**config.mk**
```make
export PLATFORM = sky130hd
export DESIGN_NAME = black_border_crop_finder_top
export DESIGN_NICKNAME = d
export VERILOG_FILES = /design/src/rtl/core/bbcf_pkg.sv /design/src/rtl/core/bbcf_ram.sv /design/src/rtl/core/black_border_crop_finder_top.sv
export SDC_FILE = /design/constraint.sdc
export NUM_CORES = 2
export LEC_CHECK = 0
export BUFFER_PORTS_ARGS = -buffer_cell sky130_fd_sc_hd__buf_2
export CAP_MARGIN = 40
export CORE_MARGIN = 3
export CORE_UTILIZATION = 57
export DETAILED_ROUTE_END_ITERATION = 10
export PLACE_DENSITY_LB_ADDON = 0.15
export RECOVER_POWER = 100
export SLEW_MARGIN = 10
export SYNTH_ARGS = -nofsm -noshare
export SYNTH_HDL_FRONTEND = slang
export SYNTH_SLANG_ARGS = --single-unit
export TNS_END_PERCENT = 1
```
**constraint.sdc**
```tcl
create_clock -name clk -period 69.2 [get_ports clk]
set_input_delay 3.46 -clock clk [delete_from_list [all_inputs] [get_ports clk]]
set_output_delay 3.46 -clock clk [all_outputs]
set_load 0.02 [all_outputs]
```
**src/rtl/core/bbcf_pkg.sv**
```systemverilog
// Shared constants, types and helper functions of the black border crop finder.
`default_nettype none

package bbcf_pkg;

  localparam int MAX_WIDTH  = 2048;
  localparam int MAX_HEIGHT = 2048;

  localparam int PIX_W  = 8;
  localparam int SIZE_W = 12;
  localparam int OUT_W  = 14;
  localparam int COL_W  = $clog2(MAX_WIDTH);
  localparam int ROW_W  = $clog2(MAX_HEIGHT);
  localparam int CCNT_W = COL_W + 1;
  localparam int RCNT_W = ROW_W + 1;
  localparam int RPT_W  = ((COL_W > ROW_W) ? COL_W : ROW_W) + 3;

  localparam int CFG_IDX_W = 2;
  localparam logic [CFG_IDX_W-1:0] CFG_THRESHOLD = 2'd0;
  localparam logic [CFG_IDX_W-1:0] CFG_WIDTH     = 2'd1;
  localparam logic [CFG_IDX_W-1:0] CFG_HEIGHT    = 2'd2;

  localparam logic REQ_PIXEL  = 1'b0;
  localparam logic REQ_REPORT = 1'b1;

  localparam logic [PIX_W-1:0]  THRESHOLD_RESET = 8'd200;
  localparam logic [SIZE_W-1:0] WIDTH_RESET     = 12'd640;
  localparam logic [SIZE_W-1:0] HEIGHT_RESET    = 12'd480;

  typedef struct packed {
    logic             valid;
    logic             report;
    logic             dark;
    logic [COL_W-1:0] col;
    logic [ROW_W-1:0] row;
    logic             first_row;
    logic             last_col;
    logic             last_row;
  } stage1_t;

  // Zero acts as one, and anything above the maximum saturates.
  function automatic logic [CCNT_W-1:0] eff_width(input logic [SIZE_W-1:0] v);
    logic [CCNT_W-1:0] res;
    if (v == '0) begin
      res = CCNT_W'(1);
    end else if (int'(v) > MAX_WIDTH) begin
      res = CCNT_W'(MAX_WIDTH);
    end else begin
      res = CCNT_W'(v);
    end
    return res;
  endfunction

  function automatic logic [RCNT_W-1:0] eff_height(input logic [SIZE_W-1:0] v);
    logic [RCNT_W-1:0] res;
    if (v == '0) begin
      res = RCNT_W'(1);
    end else if (int'(v) > MAX_HEIGHT) begin
      res = RCNT_W'(MAX_HEIGHT);
    end else begin
      res = RCNT_W'(v);
    end
    return res;
  endfunction

endpackage

`default_nettype wire

```
**src/rtl/core/bbcf_ram.sv**
```systemverilog
// Generic single-port-write, single-port-read RAM with a registered read.
`default_nettype none

module bbcf_ram #(
  parameter int WIDTH = 1,
  parameter int DEPTH = 2048
) (
  input  wire logic                     clk,
  input  wire logic                     we,
  input  wire logic [$clog2(DEPTH)-1:0] waddr,
  input  wire logic [WIDTH-1:0]         wdata,
  input  wire logic                     re,
  input  wire logic [$clog2(DEPTH)-1:0] raddr,
  output logic      [WIDTH-1:0]         rdata
);

  logic [WIDTH-1:0] mem [DEPTH];

  always_ff @(posedge clk) begin
    if (we) begin
      mem[waddr] <= wdata;
    end
    if (re) begin
      rdata <= mem[raddr];
    end
  end

endmodule

`default_nettype wire

```
**src/rtl/core/black_border_crop_finder_top.sv**
```systemverilog
// Black border crop finder: per-column dark flags in a RAM, frame-end border
// tracking and a pipelined square crop report.
//
// Usage: configuration writes (threshold, width, height) go through the cfg
// channel, which is always ready; a size write restarts the frame and reloads
// the borders. The user must write configuration only while the block is idle;
// the block does not enforce it. Input items are pixels in raster order
// (in_req_type = 0) or report requests (in_req_type = 1). A pixel produces no
// result; a report produces one registered out item. Throughput is one item
// per cycle unless the receiver stalls. Each pixel does a read-modify-write of
// its column flag in the flag RAM: read when the item is accepted, written as
// it leaves stage 1, with forwarding when the next pixel falls on the same
// column. Reset clears the positions, the frame flags and reloads the borders
// for a 640 by 480 frame; the flag RAM needs no clearing since the first row
// of each frame overwrites it. When a report waits in the output register and
// the receiver stalls, the whole pipeline holds and in_ready goes low.
`default_nettype none

module black_border_crop_finder_top
  import bbcf_pkg::*;
(
  input  wire logic                 clk,
  input  wire logic                 rst_n,
  input  wire logic                 cfg_valid,
  output logic                      cfg_ready,
  input  wire logic [CFG_IDX_W-1:0] cfg_index,
  input  wire logic [SIZE_W-1:0]    cfg_data,
  input  wire logic                 in_valid,
  output logic                      in_ready,
  input  wire logic                 in_req_type,
  input  wire logic [PIX_W-1:0]     in_red,
  input  wire logic [PIX_W-1:0]     in_green,
  input  wire logic [PIX_W-1:0]     in_blue,
  output logic                      out_valid,
  input  wire logic                 out_ready,
  output logic signed [OUT_W-1:0]   out_crop_width,
  output logic signed [OUT_W-1:0]   out_crop_height,
  output logic signed [OUT_W-1:0]   out_crop_left,
  output logic signed [OUT_W-1:0]   out_crop_top
);

  // Configuration registers.
  logic [PIX_W-1:0]  threshold_r, threshold_nxt;
  logic [SIZE_W-1:0] width_r, width_nxt;
  logic [SIZE_W-1:0] height_r, height_nxt;

  // Frame position and per-frame tracking.
  logic [COL_W-1:0]  col_r, col_nxt;
  logic [ROW_W-1:0]  row_r, row_nxt;
  logic              row_dark_r, row_dark_nxt;
  logic              rows_open_r, rows_open_nxt;
  logic [RCNT_W-1:0] lead_rows_r, lead_rows_nxt;
  logic [RCNT_W-1:0] bright_row_p1_r, bright_row_p1_nxt;
  logic              cols_open_r, cols_open_nxt;
  logic [CCNT_W-1:0] lead_cols_r, lead_cols_nxt;
  logic [CCNT_W-1:0] bright_col_p1_r, bright_col_p1_nxt;

  // Borders kept over all frames.
  logic [ROW_W-1:0]  top_r, top_nxt;
  logic [ROW_W-1:0]  bottom_r, bottom_nxt;
  logic [COL_W-1:0]  left_r, left_nxt;
  logic [COL_W-1:0]  right_r, right_nxt;

  // Pipeline.
  stage1_t           s1_r, s1_nxt;
  logic              fwd_r, fwd_nxt;
  logic              fwd_data_r, fwd_data_nxt;
  logic              s2_valid_r, s2_valid_nxt;
  logic signed [RPT_W-1:0] s2_cx_r, s2_cy_r, s2_w_r, s2_h_r;
  logic              out_valid_r, out_valid_nxt;
  logic signed [OUT_W-1:0] out_side_r, out_left_r, out_top_r;

  logic              adv;
  logic              in_acc;
  logic              pix_acc;
  logic              cfg_acc;
  logic [CCNT_W-1:0] eff_w;
  logic [RCNT_W-1:0] eff_h;
  logic [CCNT_W-1:0] cfg_eff_w;
  logic [RCNT_W-1:0] cfg_eff_h;
  logic              in_dark;
  logic              in_last_col;
  logic              in_last_row;

  logic              ram_rdata;
  logic              col_flag;
  logic              coldark;
  logic              commit;
  logic              row_dark_now;

  logic signed [RPT_W-1:0] rep_l, rep_t, rep_b, rep_r;
  logic signed [RPT_W-1:0] rep_sum_x, rep_sum_y;
  logic signed [RPT_W-1:0] side, side_adj, half;
  logic signed [RPT_W-1:0] crop_left, crop_top;

  assign adv       = !out_valid_r || out_ready;
  assign in_ready  = adv;
  assign cfg_ready = 1'b1;
  assign in_acc    = in_valid && in_ready;
  assign pix_acc   = in_acc && (in_req_type == REQ_PIXEL);
  assign cfg_acc   = cfg_valid && cfg_ready;

  assign eff_w     = eff_width(width_r);
  assign eff_h     = eff_height(height_r);
  assign cfg_eff_w = eff_width(cfg_data);
  assign cfg_eff_h = eff_height(cfg_data);

  assign in_dark = (in_red <= threshold_r) && (in_green <= threshold_r)
                   && (in_blue <= threshold_r);
  assign in_last_col = (CCNT_W'(col_r) + CCNT_W'(1)) >= eff_w;
  assign in_last_row = (RCNT_W'(row_r) + RCNT_W'(1)) >= eff_h;

  bbcf_ram #(
    .WIDTH (1),
    .DEPTH (MAX_WIDTH)
  ) u_col_flags (
    .clk   (clk),
    .we    (commit),
    .waddr (s1_r.col),
    .wdata (coldark),
    .re    (pix_acc),
    .raddr (col_r),
    .rdata (ram_rdata)
  );

  // Stage 1: finish the column flag and update the frame tracking.
  assign commit       = s1_r.valid && !s1_r.report && adv;
  assign col_flag     = fwd_r ? fwd_data_r : ram_rdata;
  assign coldark      = s1_r.first_row ? s1_r.dark : (s1_r.dark && col_flag);
  assign row_dark_now = row_dark_r && s1_r.dark;

  always_comb begin
    threshold_nxt     = threshold_r;
    width_nxt         = width_r;
    height_nxt        = height_r;
    col_nxt           = col_r;
    row_nxt           = row_r;
    row_dark_nxt      = row_dark_r;
    rows_open_nxt     = rows_open_r;
    lead_rows_nxt     = lead_rows_r;
    bright_row_p1_nxt = bright_row_p1_r;
    cols_open_nxt     = cols_open_r;
    lead_cols_nxt     = lead_cols_r;
    bright_col_p1_nxt = bright_col_p1_r;
    top_nxt           = top_r;
    bottom_nxt        = bottom_r;
    left_nxt          = left_r;
    right_nxt         = right_r;

    if (cfg_acc) begin
      unique case (cfg_index)
        CFG_THRESHOLD: threshold_nxt = cfg_data[PIX_W-1:0];
        CFG_WIDTH: begin
          width_nxt = cfg_data;
        end
        CFG_HEIGHT: begin
          height_nxt = cfg_data;
        end
        default: ;
      endcase
      if (cfg_index == CFG_WIDTH || cfg_index == CFG_HEIGHT) begin
        col_nxt           = '0;
        row_nxt           = '0;
        row_dark_nxt      = 1'b1;
        rows_open_nxt     = 1'b1;
        lead_rows_nxt     = '0;
        bright_row_p1_nxt = '0;
        cols_open_nxt     = 1'b1;
        lead_cols_nxt     = '0;
        bright_col_p1_nxt = '0;
        top_nxt           = '0;
        left_nxt          = '0;
        if (cfg_index == CFG_WIDTH) begin
          right_nxt  = COL_W'(cfg_eff_w - CCNT_W'(1));
          bottom_nxt = ROW_W'(eff_h - RCNT_W'(1));
        end else begin
          right_nxt  = COL_W'(eff_w - CCNT_W'(1));
          bottom_nxt = ROW_W'(cfg_eff_h - RCNT_W'(1));
        end
      end
    end else begin
      if (pix_acc) begin
        col_nxt = in_last_col ? '0 : col_r + COL_W'(1);
        if (in_last_col) begin
          row_nxt = in_last_row ? '0 : row_r + ROW_W'(1);
        end
      end

      if (commit) begin
        if (s1_r.last_row) begin
          if (coldark) begin
            if (cols_open_r) begin
              lead_cols_nxt = lead_cols_r + CCNT_W'(1);
            end
          end else begin
            cols_open_nxt     = 1'b0;
            bright_col_p1_nxt = CCNT_W'(s1_r.col) + CCNT_W'(1);
          end
        end
        if (!s1_r.dark) begin
          row_dark_nxt = 1'b0;
        end

        if (s1_r.last_col) begin
          row_dark_nxt = 1'b1;
          if (row_dark_now) begin
            if (rows_open_r) begin
              lead_rows_nxt = lead_rows_r + RCNT_W'(1);
            end
          end else begin
            rows_open_nxt     = 1'b0;
            bright_row_p1_nxt = RCNT_W'(s1_r.row) + RCNT_W'(1);
          end

          // Frame end: widen the borders, then start the next frame.
          if (s1_r.last_row) begin
            if (lead_rows_nxt != '0
                && (lead_rows_nxt - RCNT_W'(1)) > RCNT_W'(top_r)) begin
              top_nxt = ROW_W'(lead_rows_nxt - RCNT_W'(1));
            end
            if (bright_row_p1_nxt < eff_h
                && bright_row_p1_nxt < RCNT_W'(bottom_r)) begin
              bottom_nxt = ROW_W'(bright_row_p1_nxt);
            end
            if (lead_cols_nxt != '0
                && (lead_cols_nxt - CCNT_W'(1)) > CCNT_W'(left_r)) begin
              left_nxt = COL_W'(lead_cols_nxt - CCNT_W'(1));
            end
            if (bright_col_p1_nxt < eff_w
                && bright_col_p1_nxt < CCNT_W'(right_r)) begin
              right_nxt = COL_W'(bright_col_p1_nxt);
            end
            row_dark_nxt      = 1'b1;
            rows_open_nxt     = 1'b1;
            lead_rows_nxt     = '0;
            bright_row_p1_nxt = '0;
            cols_open_nxt     = 1'b1;
            lead_cols_nxt     = '0;
            bright_col_p1_nxt = '0;
          end
        end
      end
    end
  end

  // Stage 0 to stage 1 handoff, with forwarding when the pixel just read
  // hits the column that stage 1 writes at the same edge.
  always_comb begin
    s1_nxt       = s1_r;
    fwd_nxt      = fwd_r;
    fwd_data_nxt = fwd_data_r;
    if (adv) begin
      s1_nxt.valid     = in_acc;
      s1_nxt.report    = (in_req_type == REQ_REPORT);
      s1_nxt.dark      = in_dark;
      s1_nxt.col       = col_r;
      s1_nxt.row       = row_r;
      s1_nxt.first_row = (row_r == '0);
      s1_nxt.last_col  = in_last_col;
      s1_nxt.last_row  = in_last_row;
      fwd_nxt          = pix_acc && commit && (s1_r.col == col_r);
      fwd_data_nxt     = coldark;
    end
  end

  // Report arithmetic, split over stage 1 and stage 2.
  assign rep_l     = RPT_W'(left_r) + RPT_W'(1);
  assign rep_t     = RPT_W'(top_r) + RPT_W'(1);
  assign rep_b     = RPT_W'(bottom_r) - RPT_W'(1);
  assign rep_r     = RPT_W'(right_r) - RPT_W'(1);
  assign rep_sum_x = rep_l + rep_r;
  assign rep_sum_y = rep_t + rep_b;

  // Halving of a negative side must truncate toward zero.
  assign side      = (s2_w_r < s2_h_r) ? s2_w_r : s2_h_r;
  assign side_adj  = side + (side[RPT_W-1] ? RPT_W'(1) : RPT_W'(0));
  assign half      = side_adj >>> 1;
  assign crop_left = s2_cx_r - half;
  assign crop_top  = s2_cy_r - half;

  assign s2_valid_nxt  = adv ? (s1_r.valid && s1_r.report) : s2_valid_r;
  assign out_valid_nxt = adv ? s2_valid_r : out_valid_r;

  always_ff @(posedge clk) begin
    if (!rst_n) begin
      threshold_r     <= THRESHOLD_RESET;
      width_r         <= WIDTH_RESET;
      height_r        <= HEIGHT_RESET;
      col_r           <= '0;
      row_r           <= '0;
      row_dark_r      <= 1'b1;
      rows_open_r     <= 1'b1;
      lead_rows_r     <= '0;
      bright_row_p1_r <= '0;
      cols_open_r     <= 1'b1;
      lead_cols_r     <= '0;
      bright_col_p1_r <= '0;
      top_r           <= '0;
      left_r          <= '0;
      bottom_r        <= ROW_W'(eff_height(HEIGHT_RESET) - RCNT_W'(1));
      right_r         <= COL_W'(eff_width(WIDTH_RESET) - CCNT_W'(1));
      s1_r            <= '0;
      fwd_r           <= 1'b0;
      s2_valid_r      <= 1'b0;
      out_valid_r     <= 1'b0;
    end else begin
      threshold_r     <= threshold_nxt;
      width_r         <= width_nxt;
      height_r        <= height_nxt;
      col_r           <= col_nxt;
      row_r           <= row_nxt;
      row_dark_r      <= row_dark_nxt;
      rows_open_r     <= rows_open_nxt;
      lead_rows_r     <= lead_rows_nxt;
      bright_row_p1_r <= bright_row_p1_nxt;
      cols_open_r     <= cols_open_nxt;
      lead_cols_r     <= lead_cols_nxt;
      bright_col_p1_r <= bright_col_p1_nxt;
      top_r           <= top_nxt;
      left_r          <= left_nxt;
      bottom_r        <= bottom_nxt;
      right_r         <= right_nxt;
      s1_r            <= s1_nxt;
      fwd_r           <= fwd_nxt;
      s2_valid_r      <= s2_valid_nxt;
      out_valid_r     <= out_valid_nxt;
    end
  end

  // Payload registers.
  always_ff @(posedge clk) begin
    fwd_data_r     <= fwd_data_nxt;
    if (adv) begin
      s2_cx_r    <= rep_sum_x >>> 1;
      s2_cy_r    <= rep_sum_y >>> 1;
      s2_w_r     <= rep_r - rep_l;
      s2_h_r     <= rep_b - rep_t;
      out_side_r <= OUT_W'(side);
      out_left_r <= OUT_W'(crop_left);
      out_top_r  <= OUT_W'(crop_top);
    end
  end

  assign out_valid       = out_valid_r;
  assign out_crop_width  = out_side_r;
  assign out_crop_height = out_side_r;
  assign out_crop_left   = out_left_r;
  assign out_crop_top    = out_top_r;

`ifndef SYNTH
  a_col_in_frame: assert property (@(posedge clk) disable iff (!rst_n)
    CCNT_W'(col_r) < eff_w)
    else $error("column position beyond frame width");

  a_row_in_frame: assert property (@(posedge clk) disable iff (!rst_n)
    RCNT_W'(row_r) < eff_h)
    else $error("row position beyond frame height");

  a_fwd_source: assert property (@(posedge clk) disable iff (!rst_n)
    fwd_r && s1_r.valid |-> $past(s1_r.valid) && !$past(s1_r.report))
    else $error("flag forwarding without a pixel committing before");

  a_stall_cause: assert property (@(posedge clk) disable iff (!rst_n)
    !in_ready |-> out_valid_r && !out_ready)
    else $error("input stalled without a waiting result");
`endif

endmodule

`default_nettype wire

```
==> flow_summary_export.csv <==
group,metric,value,unit
sta,slew_viol_final,4136,
floorplanning,ios,103,
cts,cts_buffers,229,
power_and_ir_drop,power.share.clock,38.8,%
cts,cts_hold_buffers,0,
drt,ant_nets,0,
critical_path,critPathLaunchType,"flop",
power_and_ir_drop,combPwrFrac,10.4,%
power_and_ir_drop,power_leakage,37.2,nW
min_path,min_from,"bright_row_p1_r[10]",
floorplanning,fp.dieH,443,µm
grt,globalRouteTotalUtil,29.9,%
yosys,synth-seq-area-share,62.6,%
critical_path,max_stage_delay,2.85,ns
critical_path,crit_required,69.32,ns
power_and_ir_drop,p_sw_share,24.2,%
floorplanning,fp.dieArea,0.196,mm²
layout,multi_input_area,0.0367,mm²
place,dpl.hpwl,175000,µm
power_and_ir_drop,p_int,2.43,mW
min_path,worstHoldPathType,"flop to flop",
yosys,syn-num-nets,8762,
layout,regArea,0.0681,mm²
grt,grt_pass1_wl,439000,µm
layout,final_cell_mix,"nor2_1 (2252), edfxtp_1 (2146), mux4_2 (428)",
sta,finClkSkew,0.0913,ns
yosys,muxShareOfSynthArea,12.2,%
yosys,synth_edf_count,2146,
yosys,synth_compound_area_share,5.54,%
cts,cts_htree_levels,4,
sta,min_period,12.60,ns
critical_path,cp_common_cell,"clkbuf_1",
critical_path,end_kind,"flop",
grt,first_global_vias,68504,
critical_path,worstSetupPathType,"flop to flop",
power_and_ir_drop,power_switching,773,µW
drt,viasPerCell,6.34,
cts,clock-root-buffer,"clkbuf_16",
layout,nNetsFinal,8609,
power_and_ir_drop,powerDensity,26.9,mW/mm²
layout,syn2layout_area_growth,9.41,%
drt,wl_per_cell,26.8,µm
drt,wl_met2,141000,µm
yosys,synth-main-ff-cell,"edfxtp_1",
cts,ctsLongestPathBuffers,3,
cts,cts_tree,"built",
run,max-cap-violations,90,
critical_path,crit_chain,"inv_1, a21oi_1, clkbuf_1, clkbuf_1, clkbuf_1, clkbuf_1, clkbuf_1, clkbuf_1, clkbuf_1",
drt,first_pass_iters,5,
sta,fin_ws,56.60,ns
floorplanning,fp.dieW,443,µm
cts,post_cts_resize_count,0,
layout,utilization,63.0,%
critical_path,critPathMaxFanout,105,
yosys,synthSimpleGateAreaFrac,11.7,%
sta,rsz0062_at_grt,"no",
drt,drc,0,
critical_path,crit_path_top_delay_cell,"clkbuf_1",
critical_path,crit_family,"buffers and inverters",
status,violations,"max-capacitance violations, max-slew violations",
place,place_ws,60.96,ns
status,outcome,"complete, but fails checks",
critical_path,path_buf_inv,8,
drt,route.met3.wl,29300,µm
drt,wl,295000,µm
layout,fillers,14364,
yosys,synth_fa_ha_area_share,2.73,%
sta,period_share,18.2,%
grt,antenna_found_initial,10,
power_and_ir_drop,irDropWorstVdd,26.5,µV
place,io_buffer_count,101,
critical_path,cp_data_arrival_time,12.72,ns
sta,finalSetupTns,0,ns
sta,hold-worst-slack,0.448,ns
layout,drive_above_1_share,12.2,%
yosys,syn-instance-count,8484,
yosys,ys_types,86,
yosys,yosys_warnings,0,
critical_path,critPathLaunch,"s1_r[25]",
yosys,syn_avg_cell_area,12.8,µm²
grt,grt_max_degree,284,
drt,drt-initial-drc-count,8682,
sta,finalSetupViolCount,0,
sta,tightest_slew,10.37,ns
yosys,ys_seq_elements,2326,
power_and_ir_drop,seq_power_share,50.8,%
yosys,synth_top_family_by_area,"multiplexers",
yosys,synth_xor_area_share,1.50,%
critical_path,worst_r2r_startpoint,"s1_r[25]",
sta,fmax,79.4,MHz
drt,vias,69904,
floorplanning,core,0.189,mm²
drt,wl_met1,112000,µm
floorplanning,num_rows,159,
sta,max-slew-margin-rel,-592,%
cts,clock-sinks,2326,
sta,hold_viol,0,
drt,highest_layer,"met4",
grt,overflow,0,
cts,postCtsSetupRepairBufs,0,
cts,path_clk_slew,0.06,ns
yosys,syn_area,0.109,mm²
cts,worstSkewPairLatency,0.90,ns
floorplanning,start_util,57.6,%
yosys,async_reset_ff_share,0,%
layout,final_common_cell,"nor2_1",
place,gp_congestion,0.896,
==> sequential cells by signal (all words and copies together) (netlist names), 13 cells and up <==
signal,count
s2_w_r,14
s2_cy_r,13
out_crop_height,14
s2_cx_r,13
s1_r,28
u_col_flags.mem,2048
out_crop_top,14
out_crop_left,14
s2_h_r,14
==> Yosys cell counts, types with 55 or more instances <==
cell type     n  share of area [%]
dfxtp_1     180                3.3
clkbuf_1    559                1.9
buf_4        55               0.38
mux4_2      428                8.9
nor3_1       64               0.29
o21ai_0     203               0.93
xor2_1       61               0.49
nor2_1     2256                7.8
a21oi_1     228                1.0
nand3_1     125               0.58
o221ai_1     61               0.49
mux2i_1     268                2.5
ha_1        228                2.6
nand2_1     417                1.4
buf_2        69               0.32
inv_1       210               0.72
edfxtp_1   2146                 59
xnor2_1     125                1.0
==> power groups by stage <==
stage	clock, mW	combinational [mW]	sequential [mW]
2_1_floorplan	0	0.238	1.82
3_3_place_gp	0	0.333	1.64
3_5_place_dp	0	0.342	1.64
4_1_cts	1.26	0.345	1.61
5_1_grt	1.31	0.374	1.63
6_report	1.24	0.334	1.63
==> worst paths after layout <==
path | endpoint | slack, ns | depth (start not counted)
worst max register to register | u_col_flags.mem[1482] | 56.60 | 9
worst min register to register | bright_row_p1_r[10] | 0.45 | 2
worst min-delay path | bright_row_p1_r[10] | 0.45 | 2
worst max-delay path | u_col_flags.mem[1482] | 56.60 | 9
==> stage by stage <==
step           std cells  total power [mW]  area [µm²]
4_1_cts            11023              3.22      120000
2_1_floorplan       8484              2.06      109000
5_1_grt            11027              3.32      119000
6_report           11031              3.20      119000
3_3_place_gp       10489              1.98      111000
3_5_place_dp       10591              1.99      113000
==> tightest hold or removal path: stages (launching register included) <==
cell	delay, ns
dfxtp_1	0.32
nand2_1	0.04
o21ai_0	0.05
==> cell families after synthesis <==
family | after synthesis
other | 1
AND/OR/NAND/NOR | 3122
XOR/XNOR | 186
AO/OA/AOI/OAI | 908
adder cells (fa/ha/maj) | 234
buffers and inverters | 944
multiplexers | 763
flip-flops | 2326
==> routing by layer <==
metal,up-vias,global-route usage (%)
met5,-,0
met4,0,11.8
met3,590,5.36
met2,3359,48.4
met1,35452,40.6
li1,30503,-
==> cell type report <==
| type | instances | share of cell area [%] |
|---|---|---|
| Antenna cell | 4 | 0.00841 |
| Clock buffer | 282 | 5.02 |
| Clock inverter | 150 | 1.27 |
| Inverter | 212 | 0.671 |
| Multi-Input combinational cell | 5214 | 30.8 |
| Sequential cell | 2326 | 57.2 |
| Tap cell | 2495 | 2.62 |
| Timing Repair Buffer | 348 | 2.36 |
Note: power is estimated with default switching activity, not from simulation.
